`config.mk`:
```
export PLATFORM = sky130hd
export DESIGN_NAME = cpdc_mul
export DESIGN_NICKNAME = d
export VERILOG_FILES = /design/src/design/cpdc_pkg.sv /design/src/design/cpdc_mul.sv
export SDC_FILE = /design/constraint.sdc
export NUM_CORES = 2
export LEC_CHECK = 0
export BUFFER_PORTS_ARGS = -buffer_cell sky130_fd_sc_hd__buf_2
export CORE_ASPECT_RATIO = 2
export CORE_MARGIN = 3
export CORE_UTILIZATION = 50
export DETAILED_ROUTE_END_ITERATION = 10
export GPL_TIMING_DRIVEN = 0
export PLACE_DENSITY = 0.67
export SLEW_MARGIN = 15
export SYNTH_ARGS = -nofsm -noshare
export SYNTH_HDL_FRONTEND = slang
export SYNTH_SLANG_ARGS = --single-unit
```
`constraint.sdc`:
```
create_clock -name i_clk -period 14.1 [get_ports i_clk]
set_input_delay 0.705 -clock i_clk [delete_from_list [all_inputs] [get_ports i_clk]]
set_output_delay 0.705 -clock i_clk [all_outputs]
set_load 0.01 [all_outputs]
```
`src/design/cpdc_pkg.sv`:
```
package cpdc_pkg;

    localparam int COORD_WIDTH     = 16;
    localparam int COEF_WIDTH_DFLT = 48;
    localparam int LIMB_W          = 24;   // operand slice of the multiplier array
    localparam int DIST_W          = 32;
    localparam int CFG_IDX_W       = 3;

    localparam logic [CFG_IDX_W-1:0] CFG_COEF_XX    = 3'd0;
    localparam logic [CFG_IDX_W-1:0] CFG_COEF_XY    = 3'd1;
    localparam logic [CFG_IDX_W-1:0] CFG_COEF_X     = 3'd2;
    localparam logic [CFG_IDX_W-1:0] CFG_COEF_YY    = 3'd3;
    localparam logic [CFG_IDX_W-1:0] CFG_COEF_Y     = 3'd4;
    localparam logic [CFG_IDX_W-1:0] CFG_COEF_CONST = 3'd5;
    localparam logic [CFG_IDX_W-1:0] CFG_CENTER_X   = 3'd6;
    localparam logic [CFG_IDX_W-1:0] CFG_CENTER_Y   = 3'd7;

    typedef struct packed {
        logic signed [COORD_WIDTH-1:0] point_x;
        logic signed [COORD_WIDTH-1:0] point_y;
    } t_item;

    typedef struct packed {
        logic [DIST_W-1:0] distance;
        logic              inside_res;
        logic              saturated;
    } t_res;

    // half gradient width (scale 2^-28)
    function automatic int u_width(input int kw);
        return COORD_WIDTH + kw + 2;
    endfunction

    // conic value width (scale 2^-32)
    function automatic int q_width(input int kw);
        return 2 * COORD_WIDTH + kw + 4;
    endfunction

    // cycles through one limb-sliced multiplier
    function automatic int mul_lat(input int aw, input int bw);
        return ((aw + LIMB_W - 1) / LIMB_W) * ((bw + LIMB_W - 1) / LIMB_W);
    endfunction

    // start to strobe
    function automatic int pipe_lat(input int kw);
        return 5 + DIST_W + mul_lat(COORD_WIDTH, kw)
             + mul_lat(COORD_WIDTH, u_width(kw)) + mul_lat(q_width(kw), q_width(kw));
    endfunction

endpackage

```
`src/design/cpdc_mul.sv`:
```
module cpdc_mul #(
    parameter int AW = 16,
    parameter int BW = 48
) (
    input  logic                 i_clk,
    input  logic signed [AW-1:0] i_a,
    input  logic signed [BW-1:0] i_b,
    output logic [AW+BW-1:0]     o_p
);
    import cpdc_pkg::*;

    localparam int NA  = (AW + LIMB_W - 1) / LIMB_W;
    localparam int NB  = (BW + LIMB_W - 1) / LIMB_W;
    localparam int NP  = NA * NB;
    localparam int PW  = AW + BW;
    localparam int PPW = 2 * LIMB_W + 2;
    localparam int AXW = NA * LIMB_W;
    localparam int BXW = NB * LIMB_W;
    localparam int EXW = PW + PPW;

    logic [AXW-1:0]          w_a_ext;
    logic [BXW-1:0]          w_b_ext;
    logic signed [LIMB_W:0]  w_al [NA];
    logic signed [LIMB_W:0]  w_bl [NB];
    logic signed [PPW-1:0]   w_pp [NP];

    logic signed [PPW-1:0]   r_pp  [NP][NP];
    logic [PW-1:0]           r_acc [NP];

    // place a slice product at its weight, modulo 2^PW (the full product fits PW)
    function automatic logic [PW-1:0] place(input logic signed [PPW-1:0] pp, input int sh);
        logic signed [EXW-1:0] ext;
        ext = EXW'(pp);
        return PW'(ext <<< sh);
    endfunction

    assign w_a_ext = AXW'(i_a);
    assign w_b_ext = BXW'(i_b);

    // low slices unsigned, top slice carries the sign
    for (genvar i = 0; i < NA; i++) begin : g_al
        if (i == NA - 1) begin : g_top
            assign w_al[i] = {w_a_ext[i*LIMB_W+LIMB_W-1], w_a_ext[i*LIMB_W +: LIMB_W]};
        end else begin : g_low
            assign w_al[i] = {1'b0, w_a_ext[i*LIMB_W +: LIMB_W]};
        end
    end

    for (genvar j = 0; j < NB; j++) begin : g_bl
        if (j == NB - 1) begin : g_top
            assign w_bl[j] = {w_b_ext[j*LIMB_W+LIMB_W-1], w_b_ext[j*LIMB_W +: LIMB_W]};
        end else begin : g_low
            assign w_bl[j] = {1'b0, w_b_ext[j*LIMB_W +: LIMB_W]};
        end
    end

    for (genvar i = 0; i < NA; i++) begin : g_ppi
        for (genvar j = 0; j < NB; j++) begin : g_ppj
            assign w_pp[i*NB+j] = w_al[i] * w_bl[j];
        end
    end

    // stage 0 registers all slice products, then one slice is added per stage
    always_ff @(posedge i_clk) begin
        r_acc[0] <= place(w_pp[0], 0);
        for (int k = 1; k < NP; k++) begin
            r_pp[0][k] <= w_pp[k];
        end
        for (int s = 1; s < NP; s++) begin
            r_acc[s] <= r_acc[s-1] + place(r_pp[s-1][s], ((s / NB) + (s % NB)) * LIMB_W);
            for (int k = s + 1; k < NP; k++) begin
                r_pp[s][k] <= r_pp[s-1][k];
            end
        end
    end

    assign o_p = r_acc[NP-1];

endmodule

```
Yosys cells after proc, flatten, opt, wreduce, memory -nomap -nowiden --
Memory sizes are Yosys's and may differ from the RTL's. Index checks and enable logic that the tools add are counted.
Operators by class: add/subtract/negate cells 1, $mul 2, divide/modulo/power cells 0, magnitude comparators 0, equality and inequality tests 0, shift-type cells 0, muxes and demuxes 0, bitwise gates (word level) 0, reductions and logical operators 0
Operator list (number):
- $add A64 B64 Y64 | 1
- $mul A16 B25 Y41 | 1
- $mul A16 B24 Y40 | 1
Word-level totals: bits in registers 0, bits in latches 0, memory bits (writable) 228, bits in read-only memories 0, output and inout port bits 64, memories kept 2
Memories:
- r_acc | depth 2, bits a word 64, rd ports 2, clocked after Yosys merged registers in 0, wr ports 2, line cpdc_mul.sv:28 | logic [PW-1:0] r_acc [NP];
- r_pp | depth 2, bits a word 50, rd ports 1, clocked after Yosys merged registers in 0, wr ports 1, line cpdc_mul.sv:27 | logic signed [PPW-1:0] r_pp [NP][NP];

Depth between registers and ports, before layout --
An unclocked memory read counts as a cell.
depth in word-level cells 2, gate-level depth with buffers 25

Least setup slack after synthesis --
OpenSTA, ideal clock, no wires.
path type input to register, from in i_a[7], to mem r_acc[0][39] in the netlist's numbering, setup time 93 ps, data arrival time 6293 ps, data required time 14007 ps, setup slack 7714 ps, cell stages on the path 23, path through clkbuf_1 clkbuf_1 nand2_1 fa_1 inv_1 fa_1 fa_1 fa_1 fa_1 inv_1 fa_1 inv_1 ha_1 buf_6 a21o_1 a21oi_2 o21ai_2 a221oi_2 o21ai_2 a21oi_4 o31ai_2 o21a_1 o311ai_2
RTL lines:
- from (decl) | line cpdc_mul.sv:6 | input logic signed [AW-1:0] i_a,
- to (decl) | line cpdc_mul.sv:28

==> results.md <==
* Outcome: completed
* Share of cells above drive strength 1 at 0.06712
* Cell family with most CP delay: adder cells
* First-pass GRT wire length at 152400 um
* Crit path top cell by count: fa_1
* Slew headroom at 0.1517
* Worst setup SP type: primary input
* Hold Path Cell Cnt at 0
* Wire per inst at 21.81 um
* Main synth FF type: dfxtp_1
* Port bufs at 113
* Pin count of the biggest net entering global routing at 25
* Hold endpoint: r_acc[0][64]
* Min-delay worst type: flop to flop
* TritonCTS clock tree: done
* Worst R2R End: r_acc[0][126]
* Via count at 24520
* Dpl ws at 5.530 ns
* Initial Util at 0.5076
* FF-to-FF path depth at 11
* CP Buf/Inv Count at 6
* F_max at 122.2 MHz
* Resized Gates After CTS at 0
* TritonCTS Buffers at 17
* Synth Area per Inst at 9.009 um^2
* Placed Cells at 4470
* Hold Startpoint: r_acc[0][0]
* Number of fill cells in the layout at roughly 6000
* Horiz. Die Dim at 185.2 um
* Die Height at 364.4 um
* R2r startpoint: r_acc[0][63]
* DIE AREA at 0.06749 mm^2
* Ys async rst share at 0
* Starting DRT DRC Count at approximately 1100
* Max Fanout on Critical Path at 10
* CTS clock-pin slew for the worst setup and hold paths at 0.07 ns
* FP Rows at 130
* Clock buffer depth at 2
* Synthesized flop and latch total at 145
* Syn Inst Count at roughly 3600
* Vias in the first global route at roughly 28000
* Nets at 4718
* Total negative slack at 0 ns
* Slowest cell on crit path: clkbuf_1
* Period utilisation layout at 0.5803
* Crit path cell chain: clkbuf_1 > clkbuf_1 > nand2_1 > fa_1 > inv_1 > fa_1 > fa_1 > fa_1 > fa_1 > inv_1 > fa_1 > inv_1 > ha_1 > clkbuf_1 > nand4_1 > nor3_1 > nand3_1 > a31oi_1 > o21ai_2 > o21ai_2 > a31oi_1 > xnor2_1
* Hold buffer count at cts at 0
* Post-Syn Area at 0.03212 mm^2
* Core Footprint at approximately 0.063 mm^2
* RePlAce Congestion at 1.017
* R2R setup slack at 10.56 ns
* Number of max-cap violations at 0
* Clk_lat worst skew at 0.48 ns
* Total GRT Usage at 0.3071
* Final wirelength at 98450 um
* Setup CP Type: primary input to flop
* Synth cell types at between 70 and 80
* CP Capture Type: flop
* Antenna viol nets, final at 0
* # clock sinks at 145
* Unrepaired setup endpoints after global routing: false
* Tightest Pin Transition at ~1.3 ns
* CTS root buf: clkbuf_16
* Minimum clock period at 8.182 ns
* Area leader, netlist: fa_1
* Placed wire-length estimate at 84100 um
* EDFF count, synth at 0
* Number of setup buffers added after CTS at 0
* Worst Path Required at 14.38 ns
* Max H-tree Level at 4
* Clk_skew at approximately 0.017 ns
* Routed vias/inst at about 5.4
* # IOs at approximately 130
* Antenna violations before repair at 14
* Grt ovf at 0
* Synthesis Warnings at 0
* Post-route insts no fill at about 4500
* DRC viols at 0
* Top cells by count, synth: inv_1 (840), fa_1 (681), nand2_1 (457), and2_1 (324), ha_1 (275)
* Area delta synth->final at 6.822%
* Final Slew Violations at 0
* Setup WS post-layout at just under 6 ns
* Seq/Total Area, Yosys at 0.09038
* Final setup vio count at 0
* Yosys top cell area share at 0.4245
* Most common cell in the netlist: inv_1
* Hold Fails Final Rpt at 0
* WP data arrival at 8.47 ns
* Synth Net Count at around 4600
* CP peak stage delay at 0.73 ns
* DRT Pass-1 Iters at 5
* Ranking of synthesized cells by area: fa_1 (42%), ha_1 (11%), inv_1 (9.8%), dfxtp_1 (9.0%), and2_1 (6.3%)
-- stage by stage --
stage	area (um^2)	hold WS (ns)	util
after CTS	34280	0.3231	0.5417
after floorplan	32120	0.3096	-
after global routing	34290	0.3220	0.5419
after global placement	33670	0.3102	0.5322
after detailed placement	33670	0.3121	0.5322
final	34310	0.3227	0.5422
-- layout by cell type, fill, tap and decap left out, types with 7 or more instances in the layout --
cell and n:
buf_2 114, o211ai_1 11, o21ai_2 7, clkbuf_16 17, and3_1 11, nand4_1 9
o21a_1 15, diode_2 11, xnor2_1 84, dfxtp_1 144, nor3_1 19, xor2_1 28
ha_1 275, o21bai_1 19, inv_1 840, a31oi_1 7, and2_1 324, nand2b_1 27
o21ai_1 9, a21oi_1 100, nand2_1 457, nor2b_1 8, a21oi_2 8, buf_4 64
clkbuf_1 136, fa_1 681, a211oi_1 13, nor2_1 87, a21o_1 41, nand3_1 21
o21ai_0 49
-- worst max path at each step --
stage                 from           end  slack [ns]  cells past startpoint
CTS                 i_a[8]  r_acc[0][38]        6.00                     22
global route        i_a[8]  r_acc[0][36]        5.77                     22
finish              i_a[8]  r_acc[0][38]        5.92                     22
detailed placement  i_a[8]  r_acc[0][38]        5.53                     22
floorplan           i_a[7]  r_acc[0][39]        7.71                     23
global placement    i_a[6]  r_acc[0][38]        5.42                     22
-- sequential cells by signal (all words and copies together), names as in the netlist --
signal and cells:
r_acc 105, r_pp 40
-- area by class of cell --
class	instances	area, um^2	area share
clock buffer	18	439.2	0.01280
buffer	203	1011	0.02947
timing repair buffer	113	565.5	0.01648
sequential	145	2904	0.08465
tap	792	991.0	0.02889
clock inverter	14	166.4	0.004851
multi-input combinational	2376	25050	0.7300
antenna	11	27.53	0.0008024
inverter	841	3157	0.09202
-- worst register-to-register path: cells and delay by family (launching register included) --
family,cells,cell delay (ns)
buffers and inverters,1,0.17
xor gates and xnor gates,1,0.16
adders and majority gates,1,0.38
AOI/OAI and AO/OA,6,1.74
DFF,1,0.75
and+or+nand+nor,2,0.27
-- metal layers --
metal	vias up	track usage	share of wire
met5	-	0	0.00053
met4	8	0.2915	0.13
li1	10800	-	-
met1	12300	0.2721	0.29
met2	925	0.5663	0.53
met3	489	0.05488	0.055
-- kinds of logic after synthesis --
group	synth area share
xor gates and xnor gates	0.03054
adders and majority gates	0.5316
DFF	0.09038
AOI/OAI and AO/OA	0.07102
muxes	0.0006234
and+or+nand+nor	0.1460
buffers and inverters	0.1298
Power is not shown: default switching activity piles up to over one toggle a cycle in this logic, so the estimate is an artifact.
